## config.mk

```make
export PLATFORM = sky130hd
export DESIGN_NAME = shader_source_tokenizer_top
export DESIGN_NICKNAME = d
export VERILOG_FILES = /design/src/hw/rtl/sst_pkg.sv /design/src/hw/rtl/sst_scan.sv /design/src/hw/rtl/sst_fifo.sv /design/src/hw/rtl/shader_source_tokenizer_top.sv
export SDC_FILE = /design/constraint.sdc
export NUM_CORES = 1
export LEC_CHECK = 0
export BUFFER_PORTS_ARGS = -buffer_cell sky130_fd_sc_hd__buf_2
export CAP_MARGIN = 10
export CORE_MARGIN = 5
export CORE_UTILIZATION = 24
export DETAILED_ROUTE_END_ITERATION = 7
export GPL_ROUTABILITY_DRIVEN = 0
export PLACE_DENSITY = 0.38
export SLEW_MARGIN = 40
export SYNTH_ARGS = -nofsm -noshare
export SYNTH_HDL_FRONTEND = slang
export SYNTH_HIERARCHICAL = 1
export SYNTH_SLANG_ARGS = --single-unit
```

## constraint.sdc

```tcl
create_clock -name clk -period 23.8 [get_ports clk]
set_input_delay 3.57 -clock clk [delete_from_list [all_inputs] [get_ports clk]]
set_output_delay 3.57 -clock clk [all_outputs]
set_load 0.005 [all_outputs]
```

## src/hw/rtl/sst_pkg.sv

```systemverilog
`default_nettype none

package sst_pkg;

  localparam int FIELD_BITS = 24;
  localparam int KIND_BITS  = 6;

  localparam logic [KIND_BITS-1:0] K_END     = 6'd0;
  localparam logic [KIND_BITS-1:0] K_IDENT   = 6'd1;
  localparam logic [KIND_BITS-1:0] K_BOOL    = 6'd2;
  localparam logic [KIND_BITS-1:0] K_INT     = 6'd3;
  localparam logic [KIND_BITS-1:0] K_FLOAT   = 6'd4;
  localparam logic [KIND_BITS-1:0] K_DOT     = 6'd16;
  localparam logic [KIND_BITS-1:0] K_DIV     = 6'd28;
  localparam logic [KIND_BITS-1:0] K_DIV_EQ  = 6'd29;
  localparam logic [KIND_BITS-1:0] K_UNKNOWN = 6'd42;
  localparam logic [KIND_BITS-1:0] K_UNTERM  = 6'd43;

  localparam logic [3:0] BM_TRUE  = 4'd4;
  localparam logic [3:0] BM_FALSE = 4'd9;
  localparam logic [3:0] BM_NONE  = 4'd15;

  typedef struct packed {
    logic [KIND_BITS-1:0]  kind;
    logic [FIELD_BITS-1:0] start;
    logic [FIELD_BITS-1:0] length;
    logic                  last;
  } sst_result_t;

  typedef struct packed {
    logic [1:0]  count;
    sst_result_t r0;
    sst_result_t r1;
  } sst_push_t;

  function automatic logic is_digit(input logic [7:0] c);
    return c >= "0" && c <= "9";
  endfunction

  function automatic logic is_alpha(input logic [7:0] c);
    return (c >= "a" && c <= "z") || (c >= "A" && c <= "Z");
  endfunction

  function automatic logic is_hex(input logic [7:0] c);
    return is_digit(c) || (c >= "a" && c <= "f") || (c >= "A" && c <= "F");
  endfunction

  function automatic logic is_ident_start(input logic [7:0] c);
    return is_alpha(c) || c == "_";
  endfunction

  function automatic logic is_ident_cont(input logic [7:0] c);
    return is_alpha(c) || is_digit(c) || c == "_";
  endfunction

  function automatic logic is_space(input logic [7:0] c);
    return c == 8'd32 || c == 8'd9 || c == 8'd13 || c == 8'd10 || c == 8'd12 || c == 8'd11;
  endfunction

  function automatic logic [3:0] match_next(input logic [3:0] m, input logic [7:0] c);
    logic [3:0] r;
    r = BM_NONE;
    case (m)
      4'd0: r = (c == "t") ? 4'd1 : ((c == "f") ? 4'd5 : BM_NONE);
      4'd1: if (c == "r") r = 4'd2;
      4'd2: if (c == "u") r = 4'd3;
      4'd3: if (c == "e") r = 4'd4;
      4'd5: if (c == "a") r = 4'd6;
      4'd6: if (c == "l") r = 4'd7;
      4'd7: if (c == "s") r = 4'd8;
      4'd8: if (c == "e") r = 4'd9;
      default: r = BM_NONE;
    endcase
    return r;
  endfunction

  // Operators that may take a second character: returns {found, index}.
  function automatic logic [4:0] op_lookup(input logic [7:0] c);
    logic [4:0] r;
    case (c)
      "-": r = {1'b1, 4'd0};
      "=": r = {1'b1, 4'd1};
      "!": r = {1'b1, 4'd2};
      "+": r = {1'b1, 4'd3};
      "*": r = {1'b1, 4'd4};
      "%": r = {1'b1, 4'd5};
      "&": r = {1'b1, 4'd6};
      "|": r = {1'b1, 4'd7};
      "<": r = {1'b1, 4'd8};
      ">": r = {1'b1, 4'd9};
      default: r = 5'd0;
    endcase
    return r;
  endfunction

  function automatic logic [KIND_BITS-1:0] op_base(input logic [3:0] idx);
    logic [KIND_BITS-1:0] r;
    case (idx)
      4'd0: r = 6'd17;
      4'd1: r = 6'd20;
      4'd2: r = 6'd22;
      4'd3: r = 6'd24;
      4'd4: r = 6'd26;
      4'd5: r = 6'd30;
      4'd6: r = 6'd32;
      4'd7: r = 6'd34;
      4'd8: r = 6'd36;
      default: r = 6'd39;
    endcase
    return r;
  endfunction

  function automatic logic [1:0] op_second(input logic [3:0] idx, input logic [7:0] c);
    logic [1:0] r;
    case (idx)
      4'd0: r = (c == ">") ? 2'd1 : ((c == "=") ? 2'd2 : 2'd0);
      4'd8: r = (c == "<") ? 2'd1 : ((c == "=") ? 2'd2 : 2'd0);
      4'd9: r = (c == ">") ? 2'd1 : ((c == "=") ? 2'd2 : 2'd0);
      4'd6: r = (c == "&") ? 2'd1 : 2'd0;
      4'd7: r = (c == "|") ? 2'd1 : 2'd0;
      default: r = (c == "=") ? 2'd1 : 2'd0;
    endcase
    return r;
  endfunction

  function automatic logic [KIND_BITS-1:0] single_kind(input logic [7:0] c);
    logic [KIND_BITS-1:0] r;
    case (c)
      "(": r = 6'd5;
      ")": r = 6'd6;
      "{": r = 6'd7;
      "}": r = 6'd8;
      "[": r = 6'd9;
      "]": r = 6'd10;
      ",": r = 6'd11;
      ";": r = 6'd12;
      ":": r = 6'd13;
      "~": r = 6'd14;
      "^": r = 6'd15;
      default: r = K_UNKNOWN;
    endcase
    return r;
  endfunction

endpackage

`default_nettype wire

```

## src/hw/rtl/sst_scan.sv

```systemverilog
`default_nettype none

module sst_scan #(
  parameter int OFFSET_BITS = 24,
  parameter int MAX_NEST    = 255
) (
  input  wire logic              clk,
  input  wire logic              rst,
  input  wire logic              in_valid,
  output logic                   in_ready,
  input  wire logic [7:0]        source_byte,
  input  wire logic              end_of_source,
  input  wire logic              space_ok,
  output sst_pkg::sst_push_t     push
);
  import sst_pkg::*;

  localparam int DW = $clog2(MAX_NEST + 1);

  typedef enum logic [4:0] {
    M_IDLE, M_IDENT, M_SLASH, M_LINE, M_BLOCK, M_BSLASH, M_BSTAR, M_DOT,
    M_ZERO, M_INT, M_HEX, M_FRAC, M_EXP0, M_EXPS,
    M_OP0, M_OP1, M_OP2, M_OP3, M_OP4, M_OP5, M_OP6, M_OP7, M_OP8, M_OP9
  } mode_t;

  logic                   held;
  logic [7:0]             c;
  logic                   eos;
  logic [OFFSET_BITS-1:0] pos, pos_next;
  logic [OFFSET_BITS-1:0] tbeg, tbeg_next;
  mode_t                  mode, mode_next;
  logic [DW-1:0]          depth, depth_next;
  logic [3:0]             bmatch, bmatch_next;

  logic                   fire;
  logic                   a_v, b_v, used, flt;
  logic [KIND_BITS-1:0]   a_k, b_k, ident_k;
  logic [OFFSET_BITS-1:0] a_s, a_l, b_s, b_l, len0, len1;
  logic [3:0]             opi;
  logic [4:0]             opl;
  logic [1:0]             off;

  assign fire     = held && space_ok;
  assign in_ready = !held || space_ok;
  assign len0     = pos - tbeg;
  assign len1     = pos + OFFSET_BITS'(1) - tbeg;
  assign opi      = 4'(mode - M_OP0);
  assign ident_k  = (bmatch == BM_TRUE || bmatch == BM_FALSE) ? K_BOOL : K_IDENT;
  assign flt      = mode == M_FRAC || mode == M_EXP0 || mode == M_EXPS;

  always_comb begin
    a_v = 1'b0; a_k = K_END; a_s = tbeg; a_l = len0;
    b_v = 1'b0; b_k = K_END; b_s = pos;  b_l = '0;
    used = 1'b0;
    off = op_second(opi, c);
    opl = op_lookup(c);
    mode_next = mode; tbeg_next = tbeg; depth_next = depth; bmatch_next = bmatch;
    pos_next = pos + OFFSET_BITS'(1);
    if (eos) begin
      a_v = 1'b1;
      unique case (mode)
        M_IDENT: a_k = ident_k;
        M_SLASH: a_k = K_DIV;
        M_BLOCK, M_BSLASH, M_BSTAR: begin
          a_k = K_UNTERM; a_s = pos; a_l = OFFSET_BITS'(1);
        end
        M_DOT: a_k = K_DOT;
        M_ZERO, M_INT, M_HEX: a_k = K_INT;
        M_FRAC, M_EXP0, M_EXPS: a_k = K_FLOAT;
        M_IDLE, M_LINE: a_v = 1'b0;
        default: a_k = op_base(opi);
      endcase
      b_v = 1'b1;
      mode_next = M_IDLE; tbeg_next = '0; depth_next = '0; bmatch_next = '0; pos_next = '0;
    end else begin
      unique case (mode)
        M_IDENT: begin
          if (is_ident_cont(c)) begin
            bmatch_next = match_next(bmatch, c); used = 1'b1;
          end else begin
            a_v = 1'b1; a_k = ident_k; mode_next = M_IDLE;
          end
        end
        M_SLASH: begin
          used = 1'b1;
          if (c == "/") mode_next = M_LINE;
          else if (c == "*") begin
            mode_next = M_BLOCK; depth_next = DW'(1);
          end else if (c == "=") begin
            a_v = 1'b1; a_k = K_DIV_EQ; a_l = len1; mode_next = M_IDLE;
          end else begin
            a_v = 1'b1; a_k = K_DIV; mode_next = M_IDLE; used = 1'b0;
          end
        end
        M_LINE: begin
          used = 1'b1;
          if (c == 8'd10) mode_next = M_IDLE;
        end
        M_BLOCK, M_BSLASH, M_BSTAR: begin
          used = 1'b1;
          if (mode == M_BSLASH && c == "*") begin
            if (depth < DW'(MAX_NEST)) depth_next = depth + DW'(1);
            mode_next = M_BLOCK;
          end else if (mode == M_BSTAR && c == "/") begin
            if (depth != '0) depth_next = depth - DW'(1);
            mode_next = (depth_next == '0) ? M_IDLE : M_BLOCK;
          end else if (c == "/") mode_next = M_BSLASH;
          else if (c == "*") mode_next = M_BSTAR;
          else mode_next = M_BLOCK;
        end
        M_DOT: begin
          if (is_digit(c)) begin
            mode_next = M_FRAC; used = 1'b1;
          end else begin
            a_v = 1'b1; a_k = K_DOT; mode_next = M_IDLE;
          end
        end
        M_HEX: begin
          used = 1'b1;
          if (!is_hex(c)) begin
            mode_next = M_IDLE; a_v = 1'b1; a_k = K_INT;
            if (c == "u" || c == "U") a_l = len1;
            else used = 1'b0;
          end
        end
        M_ZERO, M_INT, M_FRAC, M_EXP0, M_EXPS: begin
          used = 1'b1;
          if (mode == M_ZERO && (c == "x" || c == "X")) mode_next = M_HEX;
          else if (is_digit(c)) begin
            if (mode == M_ZERO) mode_next = M_INT;
            else if (mode == M_EXP0) mode_next = M_EXPS;
          end else if ((mode == M_ZERO || mode == M_INT) && c == ".") mode_next = M_FRAC;
          else if ((mode == M_ZERO || mode == M_INT || mode == M_FRAC) && (c == "e" || c == "E"))
            mode_next = M_EXP0;
          else if (mode == M_EXP0 && (c == "+" || c == "-")) mode_next = M_EXPS;
          else begin
            mode_next = M_IDLE; a_v = 1'b1; a_k = flt ? K_FLOAT : K_INT;
            if (c == "f" || c == "F" || c == "h" || c == "H") begin
              a_k = K_FLOAT; a_l = len1;
            end else if (c == "u" || c == "U") a_l = len1;
            else used = 1'b0;
          end
        end
        M_IDLE: mode_next = M_IDLE;
        default: begin
          mode_next = M_IDLE; a_v = 1'b1;
          if (off != 2'd0) begin
            a_k = op_base(opi) + KIND_BITS'(off); a_l = len1; used = 1'b1;
          end else a_k = op_base(opi);
        end
      endcase
      if (!used && !is_space(c)) begin
        tbeg_next = pos;
        if (is_ident_start(c)) begin
          mode_next = M_IDENT; bmatch_next = match_next(4'd0, c);
        end else if (c == "0") mode_next = M_ZERO;
        else if (is_digit(c)) mode_next = M_INT;
        else if (c == ".") mode_next = M_DOT;
        else if (c == "/") mode_next = M_SLASH;
        else if (opl[4]) mode_next = mode_t'(5'(M_OP0) + 5'(opl[3:0]));
        else begin
          b_v = 1'b1; b_k = single_kind(c); b_l = OFFSET_BITS'(1);
        end
      end
    end
  end

  always_comb begin
    push.count     = 2'(a_v) + 2'(b_v);
    push.r0.kind   = a_v ? a_k : b_k;
    push.r0.start  = FIELD_BITS'(a_v ? a_s : b_s);
    push.r0.length = FIELD_BITS'(a_v ? a_l : b_l);
    push.r0.last   = !(a_v && b_v);
    push.r1.kind   = b_k;
    push.r1.start  = FIELD_BITS'(b_s);
    push.r1.length = FIELD_BITS'(b_l);
    push.r1.last   = 1'b1;
    if (!fire) push.count = 2'd0;
  end

  always_ff @(posedge clk) begin
    if (in_valid && in_ready) begin
      c   <= source_byte;
      eos <= end_of_source;
    end
    if (rst) begin
      held <= 1'b0; pos <= '0; tbeg <= '0; mode <= M_IDLE; depth <= '0; bmatch <= '0;
    end else begin
      if (in_ready) held <= in_valid;
      if (fire) begin
        pos <= pos_next; tbeg <= tbeg_next; mode <= mode_next;
        depth <= depth_next; bmatch <= bmatch_next;
      end
    end
  end

endmodule

`default_nettype wire

```

## src/hw/rtl/sst_fifo.sv

```systemverilog
`default_nettype none

module sst_fifo (
  input  wire logic                clk,
  input  wire logic                rst,
  input  wire sst_pkg::sst_push_t  push,
  output logic                     space_ok,
  output logic                     out_valid,
  input  wire logic                out_ready,
  output sst_pkg::sst_result_t     head
);
  import sst_pkg::*;

  sst_result_t mem [4];
  logic [1:0]  wptr;
  logic [1:0]  rptr;
  logic [2:0]  count;
  logic        pop;

  assign out_valid = count != 3'd0;
  assign pop       = out_valid && out_ready;
  assign space_ok  = count <= 3'd2;
  assign head      = mem[rptr];

  always_ff @(posedge clk) begin
    if (push.count != 2'd0) mem[wptr] <= push.r0;
    if (push.count == 2'd2) mem[wptr + 2'd1] <= push.r1;
    if (rst) begin
      wptr <= '0; rptr <= '0; count <= '0;
    end else begin
      wptr  <= wptr + push.count;
      rptr  <= rptr + 2'(pop);
      count <= count + 3'(push.count) - 3'(pop);
    end
  end

endmodule

`default_nettype wire

```

## src/hw/rtl/shader_source_tokenizer_top.sv

```systemverilog
// Streaming tokenizer for C-style shader text, one source byte per transaction.
// The input channel carries source_byte with end_of_source; an item with
// end_of_source set closes the text and its byte is ignored. The output channel
// carries one token per transaction: kind, start offset, length and a flag that
// marks the last token produced by a given input item.
// An accepted byte sits in an input register while the scanner updates its
// state and writes zero, one or two tokens into a four-entry result queue;
// a token is offered only after the queue has registered it.
// One byte is accepted every cycle while the queue has room for two tokens,
// so the throughput is one byte per clock as long as the receiver keeps up.
// When the receiver stalls, the queue fills and in_ready falls; nothing is
// lost. An end item flushes the pending token or reports an open block
// comment, then emits an end token, and returns offsets to zero for the next text.
// Reset clears the scanner to the idle state at offset zero and empties the
// queue.
`default_nettype none

module shader_source_tokenizer_top #(
  parameter int OFFSET_BITS = 24,
  parameter int MAX_NEST    = 255
) (
  input  wire logic        clk,
  input  wire logic        rst,
  input  wire logic        in_valid,
  output logic             in_ready,
  input  wire logic [7:0]  source_byte,
  input  wire logic        end_of_source,
  output logic             out_valid,
  input  wire logic        out_ready,
  output logic [5:0]       token_kind,
  output logic [23:0]      token_start,
  output logic [23:0]      token_length,
  output logic             last_of_run
);
  import sst_pkg::*;

  sst_push_t   push;
  sst_result_t head;
  logic        space_ok;

  sst_scan #(.OFFSET_BITS(OFFSET_BITS), .MAX_NEST(MAX_NEST)) u_scan (
    .clk(clk), .rst(rst), .in_valid(in_valid), .in_ready(in_ready),
    .source_byte(source_byte), .end_of_source(end_of_source),
    .space_ok(space_ok), .push(push)
  );

  sst_fifo u_fifo (
    .clk(clk), .rst(rst), .push(push), .space_ok(space_ok),
    .out_valid(out_valid), .out_ready(out_ready), .head(head)
  );

  assign token_kind   = head.kind;
  assign token_start  = head.start;
  assign token_length = head.length;
  assign last_of_run  = head.last;

endmodule

`default_nettype wire

```

==> key figures, run 1 <==
Routing
  – Routed wire length: 67.0 mm
  – Vias: 15446
  – WL per Instance: 21.5 um
  – Drt pass-1 iters: 5
  – Residual DRC: 0
  – Number of DRC markers in iteration 0: 1249
  – Post-route ant nets: 0
  – Vias per inst: 4.96

Power and ir drop
  – Clock network power share: 41.0%
  – Sw frac: 28.4%
  – Leakage: 0.00833 uW
  – Worst VDD drop: 39.7 uV
  – Int Pwr: 1110 uW
  – PwrDens: 66.5 nW/um^2
  – Reg power frac: 39.8%
  – Comb pwr share: 19.1%
  – Switching power: 442 uW

STA
  – Pins Over Slew Limit: 0
  – Actual slew at the worst max-slew pin: 0.873 ns
  – Final Skew: 0.0352 ns
  – Hold Vio Cnt, Final: 0
  – Hold_ws: 0.470 ns
  – Setup TNS: 0 ns
  – RSZ-0062 raised after global routing: no
  – Min Clock Period, post-route: 6.20 ns
  – Max transition margin: 41.8%
  – Max Freq: 161 MHz
  – Final setup margin: 17.60 ns
  – Final worst-path cycle share: 26.1%
  – Setup violations, final: 0

CTS
  – CTS clk-pin slew, worst paths: 0.06 ns
  – Clock tree sinks: 302
  – # Post-CTS Setup Buffers: 0
  – Clk Latency, worst-skew pair: 0.58 ns
  – CTS Root Buffer Type: clkbuf_16
  – Maximum buffer depth of the clock tree: 3
  – Post-CTS sizing: 0
  – H-tree depth: 2
  – # hold bufs at CTS: 0
  – Clock buffer count from CTS: 40
  – CTS tree: yes

Die
  – Height of the die: 303 um
  – Ports: 70
  – Core Area: 85100 sq um
  – Initial Util: 24.2%
  – Die area: 91700 sq um
  – Cell Rows: 107
  – Die width: 303 um

Global routing
  – Number of global-route vias before repair: 15786
  – Pin count of the biggest net entering global routing: 60
  – GRT Residual Overflow: 0
  – Global-route wire length before repair: 102 mm
  – Initial antenna violation count: 2
  – GRT Total Usage: 14.4%

Layout
  – Seq. cell area: 8340 sq um
  – Area of the multi-input gates: 11300 sq um
  – Nets: 2017
  – Fraction of layout cells with a size suffix above 1: 25.1%
  – Number of fill cells: 8967
  – Area Overhead vs Synth: 13.6%
  – Finished Cell Area: 23400 sq um

Synthesis
  – Ys flop type: edfxtp_1
  – Mux contribution to synthesized area: 18.9%
  – Syn Area/Cell: 10.7 sq um
  – EDFF count, synth: 229
  – Adder-Cell Fraction of Synth Area: 4.28%
  – Fraction of registers with async set/reset: 0%
  – Commonest cells post-synth: edfxtp_1, mux2_2, nor2_1
  – Main combinational cell family by area after synthesis: multiplexers
  – Synth top area cells: edfxtp_1, mux2_2, dfxtp_1, mux4_2, ha_1
  – XOR/XNOR Fraction of Synth Area: 3.04%
  – Post-synthesis compound-gate area fraction: 14.2%
  – Register area share after synthesis: 40.5%
  – Synth Area in Simple Gates: 13.7%
  – Cell taking the most area after synthesis: edfxtp_1
  – Post-Syn Area: 20600 sq um
  – Synth cell types: 103
  – Synth Register Bits: 302
  – Warnings, synthesis: 6
  – Post-Synthesis Cells: 1922
  – Most common cell in the netlist: edfxtp_1
  – Synth top area share: 33.4%

Critical path
  – WS Path Type: reg2out
  – Startpoint Class: register
  – CP Data Required Time: 20.23 ns
  – Crit path arrival time: 2.63 ns
  – R2r worst-path depth: 15
  – Crit end category: output pin
  – Worst r2r src: u_scan/mode[1]$_SDFFE_PP0P_
  – Maximum fanout along the worst path: 38
  – FF-to-FF setup slack: 17.63 ns
  – R2R Path End: u_fifo/mem[3][28]$_DFFE_PP_

Run status
  – Status: finished, final reports clean

Min path
  – Hold Startpoint: u_scan/tbeg[4]$_SDFFE_PP0P_
  – Worst min path class: reg2reg
  – Hold path depth: 1
  – Hold EP: u_scan/tbeg[4]$_SDFFE_PP0P_

Placed design
  – HPWL Detailed: 45.2 mm
  – Placement Setup Slack: 17.42 ns
  – Placed cell areas: 22000 sq um
  – Port bufs: 69

Flow run
  – Max cap viols: 0
-- how the worst max path moves through the flow --
stage	from	to	cells after the start	slack, ns
floorplan	u_scan/mode[1]$_SDFFE_PP0P_	u_fifo/mem[0][0]$_DFFE_PP_	16	16.37
global placement	u_scan/mode[1]$_SDFFE_PP0P_	u_fifo/mem[0][35]$_DFFE_PP_	15	17.32
detailed placement	u_scan/mode[2]$_SDFFE_PP0P_	u_fifo/mem[3][33]$_DFFE_PP_	14	17.42
CTS	u_scan/mode[2]$_SDFFE_PP0P_	u_fifo/mem[3][28]$_DFFE_PP_	14	17.36
global route	u_fifo/rptr[0]$_SDFF_PP0_	token_start[7]	3	17.36
finish	u_fifo/rptr[0]$_SDFF_PP0_	token_start[7]	3	17.60
-- power groups by stage --
stage / registers [uW] / logic, uW / clock network, uW
floorplan: 616 / 202 / 0
global placement: 633 / 302 / 0
detailed placement: 632 / 307 / 0
CTS: 621 / 308 / 660
global route: 624 / 327 / 683
finish: 620 / 298 / 638
-- metal layers --
layer  vias to the layer above  share of wire [%]  track usage (%)
li1                       7298                  -                -
met1                      7672                 46             19.8
met2                       392                 47             23.8
met3                        80                5.1             2.49
met4                         4                1.9             3.16
met5                         -              0.039                0
-- through the flow --
step | util, % | cells | power (uW)
final | 27.4 | 3114 | 1560
after global routing | 27.4 | 3112 | 1630
after CTS | 27.4 | 3112 | 1590
after detailed placement | 25.8 | 3038 | 939
after global placement | 25.7 | 3034 | 935
after floorplan | - | 1945 | 818
-- flip-flops by register name, summed over array words and instances (netlist names) --
signal and cells:
u_scan/held 1, u_scan/depth 8, u_scan/tbeg 24, u_fifo/rptr 2, u_scan/b_s 24, u_scan/eos 1
u_fifo/wptr 2, u_scan/c 8, u_scan/bmatch 4, u_fifo/count 3, u_scan/mode 5, u_fifo/mem 220
-- layout by cell type (no fill, tap or decap), drive strengths merged, types with 43 or more instances in the layout --
cell and count:
mux2 228, mux4 55, nand3 49, nand2 120, buf 104, nor3 44
inv 60, edfxtp 229, ha 64, clkbuf 52, xnor2 43, nor2 156
o21ai 95, dfxtp 73, a21oi 104
-- logic make-up (layout without fill, tap and decap cells) --
| family | Yosys count | after routing |
|---|---|---|
| simple gates | 546 | 546 |
| flops | 302 | 302 |
| buf+inv | 215 | 238 |
| compound gates | 429 | 429 |
| xor+xnor | 68 | 68 |
| mux | 292 | 292 |
| other cells | 2 | 27 |
| fa+ha+maj | 68 | 68 |
-- worst max-delay path: stages (launching register included) --
cell,delay (ns)
dfxtp_4,0.66
buf_6,0.54
mux4_2,0.61
buf_2,0.15
-- area by class of cell --
type	instances	share of cell area, %
Clock inverter	22	1.30
Inverter	60	0.964
Antenna cell	2	0.0214
Multi-Input combinational cell	1428	48.5
Timing Repair Buffer	104	2.79
Tap cell	1144	6.12
Sequential cell	302	35.7
Clock buffer	52	4.60
Power figures use the tool's default switching activity.
==> inputs of run 2 (changes only) <==
clock period = 5.9 ns   (was 23.8 ns; I/O delays follow)
==> run 2 against run 1 <==
Compared with the run above:
- first-iteration DRC count decreased by 29%
- non-clock buffer count increased by 30
- clock skew decreased by 0.013 ns
- die area unchanged
- power increased to 3.9 times the previous value
- worst setup slack got worse by 17 ns
- hold slack got worse by 0.00054 ns
- cell count increased by 0.87%
- largest cell class unchanged
- register-to-register slack got worse by 17 ns
- sequential share of layout area decreased by 0.19 points
- sequential power increased to 4.1 times the previous value
==> key figures, run 2 (synthesis gave the netlist of run 1 again) <==
Global routing
  – Number of global-route vias before repair: 16062 (was 15786)
  – GRT Residual Overflow: 0 (unchanged)
  – Initial antenna violation count: 4 (was 2)
  – Global-route wire length before repair: 103 mm (was 102 mm)
  – Pin count of the biggest net entering global routing: 56 (was 60)
  – GRT Total Usage: 14.6% (was 14.4%)

STA
  – Max transition margin: 45.8% (was 41.8%)
  – RSZ-0062 raised after global routing: no (unchanged)
  – Setup violations, final: 0 (unchanged)
  – Min Clock Period, post-route: 5.42 ns
  – Hold Vio Cnt, Final: 0 (unchanged)
  – Actual slew at the worst max-slew pin: 0.813 ns (was 0.873 ns)
  – Max Freq: 185 MHz
  – Setup TNS: 0 ns (unchanged)
  – Final worst-path cycle share: 91.8%
  – Final Skew: 0.0224 ns (was 0.0352 ns)
  – Pins Over Slew Limit: 0 (unchanged)

Die
  – Initial Util: 24.2% (unchanged)
  – Cell Rows: 107 (unchanged)
  – Die width: 303 um (unchanged)
  – Height of the die: 303 um (unchanged)
  – Core Area: 85100 sq um (unchanged)
  – Ports: 70 (unchanged)
  – Die area: 91700 sq um (unchanged)

Routing
  – Vias: 15583 (was 15446)
  – Met1 wire length: 31.3 mm (was 30.9 mm)
  – Residual DRC: 0 (unchanged)
  – Number of DRC markers in iteration 0: 890 (was 1249)
  – Post-route ant nets: 0 (unchanged)
  – DR top layer: met5 (unchanged)
  – WL per Instance: 21.7 um (was 21.5 um)
  – Drt pass-1 iters: 5 (unchanged)
  – Met3 routed WL: 3.67 mm (was 3.40 mm)
  – Vias per inst: 4.96 (about the same)
  – Routed wire length: 68.1 mm (was 67.0 mm)
  – Routed wl met2: 31.6 mm (was 31.3 mm)

CTS
  – # Post-CTS Setup Buffers: 0 (unchanged)
  – CTS clk-pin slew, worst paths: 0.06 ns (about the same)
  – CTS Root Buffer Type: clkbuf_16 (unchanged)
  – Maximum buffer depth of the clock tree: 3 (unchanged)
  – Post-CTS sizing: 0 (unchanged)
  – # hold bufs at CTS: 0 (unchanged)
  – Clock buffer count from CTS: 39 (was 40)
  – Clock tree sinks: 302 (unchanged)
  – Clk Latency, worst-skew pair: 0.57 ns (was 0.58 ns)
  – CTS tree: yes (unchanged)
  – H-tree depth: 2 (unchanged)

Layout
  – Nets: 2046 (was 2017)
  – Most flops, register: u_fifo/mem (unchanged)
  – Post-layout util: 27.6% (was 27.4%)
  – Commonest cells after routing, fill and taps aside: edfxtp_1, mux2_2, nor2_1 (unchanged)
  – Finished Cell Area: 23500 sq um (was 23400 sq um)
  – Fraction of layout cells with a size suffix above 1: 25.6% (was 25.1%)
  – Area Overhead vs Synth: 14.3% (was 13.6%)
  – Largest register FFs: 220 (unchanged)
  – Most common cell after layout, fill and taps aside: edfxtp_1 (unchanged)

Critical path
  – Startpoint Class: register (unchanged)
  – CP Data Required Time: 6.21 ns (was 20.23 ns)
  – Crit end category: register (was output pin)
  – Crit path arrival time: 5.73 ns (was 2.63 ns)
  – Maximum fanout along the worst path: 20 (was 38)
  – WS Path Type: reg2reg (was reg2out)

Placed design
  – Placed cell areas: 22300 sq um (was 22000 sq um)
  – HPWL Detailed: 46.8 mm (was 45.2 mm)
  – Port bufs: 69 (unchanged)

Power and ir drop
  – Worst VDD drop: 173 uV (was 39.7 uV)
  – PwrDens: 257 nW/um^2 (was 66.5 nW/um^2)
  – Final total power: 6050 uW (was 1560 uW)
  – Leakage: 0.00844 uW (was 0.00833 uW)

Min path
  – Worst min path class: reg2reg (unchanged)

Flow run
  – Max cap viols: 0 (unchanged)

Run status
  – Status: finished, final reports clean (unchanged)
run 2: worst paths after layout:
check                                                    end  slack, ns  cells past startpoint                         start
worst min-delay path            u_scan/tbeg[12]$_SDFFE_PP0P_       0.47                      1  u_scan/tbeg[12]$_SDFFE_PP0P_
worst max register to register   u_fifo/mem[3][36]$_DFFE_PP_       0.48                     14   u_scan/mode[1]$_SDFFE_PP0P_
worst min register to register  u_scan/tbeg[12]$_SDFFE_PP0P_       0.47                      1  u_scan/tbeg[12]$_SDFFE_PP0P_
worst max-delay path             u_fifo/mem[3][36]$_DFFE_PP_       0.48                     14   u_scan/mode[1]$_SDFFE_PP0P_
run 2: worst max-delay path: stages (launching register included):
cell and delay, ns:
dfxtp_1 0.43, ha_1 0.46, buf_4 0.22, or4bb_1 0.62
nor4_1 0.38, o2bb2ai_1 0.23, o211ai_1 0.20, a2111oi_4 0.10
o2111ai_1 0.33, o21ai_0 0.20, ha_1 0.35, and3_1 0.27
and4bb_4 0.72, buf_12 0.25, mux2_2 0.35
run 2: stage by stage:
stage	worst slack (ns)	instances	hold slack (ns)
detailed placement	0.512	3068	0.455
global placement	0.549	3068	0.456
global route	0.158	3140	0.464
finish	0.482	3141	0.469
CTS	0.496	3140	0.458
floorplan	0.0690	1945	0.442
run 2: layout make-up:
cell class	instances	area [sq um]
tap	1144	1430
antenna	1	2.50
timing repair buffer	134	971
multi-input combinational	1428	11300
clock inverter	18	126
inverter	60	225
fill	9031	61600
sequential	302	8350
clock buffer	54	1100
run 2: where the power goes:
group          switching, uW  total [uW]  internal [uW]  leakage (uW)
clock network            978        2330           1350      0.000603
registers                139        2540           2400       0.00270
logic                    644        1180            534       0.00513
total                   1760        6050           4290       0.00844
run 2: routing by layer:
layer	GRT usage [%]	vias up
li1	-	7365
met1	19.8	7752
met2	24.2	374
met3	2.80	88
met4	3.54	4
met5	0	-
==> inputs of run 3 (changes only) <==
==> constraint.sdc (replaced) <==
create_clock -name clk -period 5.9 [get_ports clk]
set_input_delay 0.295 -clock clk [delete_from_list [all_inputs] [get_ports clk]]
set_output_delay 0.295 -clock clk [all_outputs]
set_load 0.005 [all_outputs]
==> run 3 against run 2 <==
Compared with the run above:
- clock-buffer cell count decreased by 1
- first-iteration DRC count increased by 7.4%
- maximum frequency increased by 3.3%
- combinational power about the same
- routed wire length about the same
- register-to-register slack improved by 0.17 ns
- sequential power about the same
- cell count increased by 0.51%
- global-route usage about the same
- clock skew decreased by 0.0073 ns
- flip-flop and latch count unchanged
- via count increased by 0.15%
- critical path type unchanged
- highest routed layer unchanged
==> key figures, run 3 (synthesis gave the netlist of run 1 again) <==
CTS
  – H-tree depth: 2 (unchanged)
  – Clk Latency, worst-skew pair: 0.57 ns (about the same)
  – CTS tree: yes (unchanged)
  – Clock tree sinks: 302 (unchanged)
  – Post-CTS sizing: 0 (unchanged)
  – Maximum buffer depth of the clock tree: 3 (unchanged)
  – # Post-CTS Setup Buffers: 0 (unchanged)
  – Clock buffer count from CTS: 38 (was 39)
  – CTS clk-pin slew, worst paths: 0.06 ns (about the same)
  – CTS Root Buffer Type: clkbuf_16 (unchanged)

Critical path
  – Worst Setup EP: u_fifo/mem[2][32]$_DFFE_PP_ (was u_fifo/mem[3][36]$_DFFE_PP_)
  – Instance count on the critical path: 14 (unchanged)
  – CP bufs+invs: 2 (unchanged)
  – CP delay by family, top: compound AO/OA/AOI/OAI gates (was simple AND/OR/NAND/NOR gates)
  – Maximum fanout along the worst path: 44 (was 20)
  – R2r worst-path depth: 14 (unchanged)
  – Startpoint Class: register (unchanged)
  – Slowest cell on crit path: and4bb_4 (unchanged)
  – Critical Path Start: u_scan/mode[1]$_SDFFE_PP0P_ (unchanged)
  – CP Data Required Time: 6.20 ns (was 6.21 ns)
  – Worst r2r src: u_scan/mode[1]$_SDFFE_PP0P_ (unchanged)
  – Crit-path cells: inv_1, ha_1, nor2_1, a21oi_1, o2bb2ai_1, o211ai_1, a2111oi_4, o2111ai_1, o21ai_0, ha_1, and3_1, and4bb_4, buf_12, mux2_2 (was ha_1, buf_4, or4bb_1, nor4_1, o2bb2ai_1, o211ai_1, a2111oi_4, o2111ai_1, o21ai_0, ha_1, and3_1, and4bb_4, buf_12, mux2_2)
  – FF-to-FF setup slack: 0.65 ns (was 0.48 ns)
  – CP peak stage delay: 0.58 ns (was 0.72 ns)
  – Crit path arrival time: 5.55 ns (was 5.73 ns)
  – R2R Path End: u_fifo/mem[2][32]$_DFFE_PP_ (was u_fifo/mem[3][36]$_DFFE_PP_)
  – Most used cell, CP: ha_1 (unchanged)
  – WS Path Type: reg2reg (unchanged)
  – Crit end category: register (unchanged)

STA
  – Setup TNS: 0 ns (unchanged)
  – Hold Vio Cnt, Final: 0 (unchanged)
  – Final worst-path cycle share: 88.9% (was 91.8%)
  – Pins Over Slew Limit: 0 (unchanged)
  – Final Skew: 0.0151 ns (was 0.0224 ns)
  – Min Clock Period, post-route: 5.25 ns (was 5.42 ns)
  – Setup violations, final: 0 (unchanged)
  – Max Freq: 191 MHz (was 185 MHz)
  – RSZ-0062 raised after global routing: no (unchanged)
  – Actual slew at the worst max-slew pin: 0.766 ns (was 0.813 ns)
  – Max transition margin: 47.6% (was 45.8%)

Routing
  – Residual DRC: 0 (unchanged)
  – WL per Instance: 21.6 um (was 21.7 um)
  – Post-route ant nets: 0 (unchanged)
  – Routed wire length: 68.0 mm (was 68.1 mm)
  – Number of DRC markers in iteration 0: 956 (was 890)
  – Drt pass-1 iters: 5 (unchanged)
  – Vias: 15606 (was 15583)
  – Vias per inst: 4.94 (was 4.96)

Layout
  – Nets: 2066 (was 2046)
  – Non-filler cells in the finished layout: 3157 (was 3141)
  – Largest register FFs: 220 (unchanged)
  – Area Overhead vs Synth: 15.0% (was 14.3%)
  – Post-layout util: 27.8% (was 27.6%)
  – Fraction of layout cells with a size suffix above 1: 25.9% (was 25.6%)
  – Most common cell after layout, fill and taps aside: edfxtp_1 (unchanged)
  – Commonest cells after routing, fill and taps aside: edfxtp_1, mux2_2, nor2_1 (unchanged)
  – Most flops, register: u_fifo/mem (unchanged)

Global routing
  – GRT Total Usage: 14.7% (was 14.6%)
  – GRT Residual Overflow: 0 (unchanged)
  – Global-route wire length before repair: 103 mm (about the same)
  – Pin count of the biggest net entering global routing: 56 (unchanged)
  – Initial antenna violation count: 3 (was 4)
  – Number of global-route vias before repair: 15955 (was 16062)

Die
  – Height of the die: 303 um (unchanged)
  – Ports: 70 (unchanged)
  – Cell Rows: 107 (unchanged)
  – Core Area: 85100 sq um (unchanged)
  – Die area: 91700 sq um (unchanged)
  – Initial Util: 24.2% (unchanged)
  – Die width: 303 um (unchanged)

Run status
  – Status: finished, final reports clean (unchanged)

Min path
  – Hold Startpoint: out_ready (was u_scan/tbeg[12]$_SDFFE_PP0P_)
  – Worst min path class: in2reg (was reg2reg)

Placed design
  – Port bufs: 69 (unchanged)
  – Post-Place Cells: 3077 (was 3068)
  – HPWL Detailed: 47.4 mm (was 46.8 mm)

Power and ir drop
  – PwrDens: 254 nW/um^2 (was 257 nW/um^2)
  – Leakage: 0.00851 uW (was 0.00844 uW)
  – Worst VDD drop: 177 uV (was 173 uV)

Flow run
  – Max cap viols: 0 (unchanged)
run 3: changes by cell type in the layout (fill, tap and decap cells not counted), sizes merged:
cell	previous run	this run
buf	134	144
clkbuf	54	53
inv	60	61
diode	1	2
clkinv	17	8
clkinvlp	0	2
bufinv	1	2
dlygate4sd3	0	11
run 3: cell type report:
type	count	area, sq um
multi-input combinational	1428	11300
antenna	2	5.00
fill	8958	61500
inverter	60	225
clock buffer	53	1050
timing repair buffer	155	1150
sequential	302	8350
clock inverter	13	135
tap	1144	1430
run 3: power breakdown:
part,switching [uW],leakage (uW),internal [uW]
Combinational,652,0.00523,552
Clock,948,0.000572,1330
Sequential,133,0.00270,2400
run 3: tightest hold or removal path: stages:
cell	delay, ns
buf_2	0.12
o311ai_0	0.11
mux2_2	0.16
run 3: routing by layer:
| layer | up-vias | part of all wire, % | wire length, um | track usage [%] |
|---|---|---|---|---|
| li1 | 7387 | - | - | - |
| met1 | 7747 | 46 | 31400 | 19.9 |
| met2 | 372 | 47 | 31800 | 24.1 |
| met3 | 98 | 4.7 | 3230 | 2.72 |
| met4 | 2 | 2.3 | 1560 | 3.70 |
| met5 | - | 0.019 | 13 | 0 |
run 3: through the flow:
step	instance area (sq um)	power, uW	worst slack, ns	hold WS, ns
floorplan	20700	3290	0.0690	0.394
global route	23600	6330	0.326	0.181
CTS	23600	6150	0.690	0.141
detailed placement	22300	3810	0.712	0.454
finish	23600	6020	0.653	0.172
global placement	22300	3800	0.585	0.456
run 3: repair_timing:
item,4_1_cts,5_1_grt
hold buffers,11,0
endpoints found under the setup margin,0,0
endpoints found under the hold margin,11,0
run 3: worst min path at each step:
stage               depth (start not counted)  slack, ns                           end
global route                                3       0.18     u_fifo/rptr[0]$_SDFF_PP0_
finish                                      3       0.17     u_fifo/rptr[1]$_SDFF_PP0_
global placement                            1       0.46   u_scan/tbeg[2]$_SDFFE_PP0P_
floorplan                                   0       0.39         u_scan/c[0]$_DFFE_PP_
CTS                                         3       0.14     u_fifo/rptr[1]$_SDFF_PP0_
detailed placement                          1       0.45  u_scan/tbeg[14]$_SDFFE_PP0P_
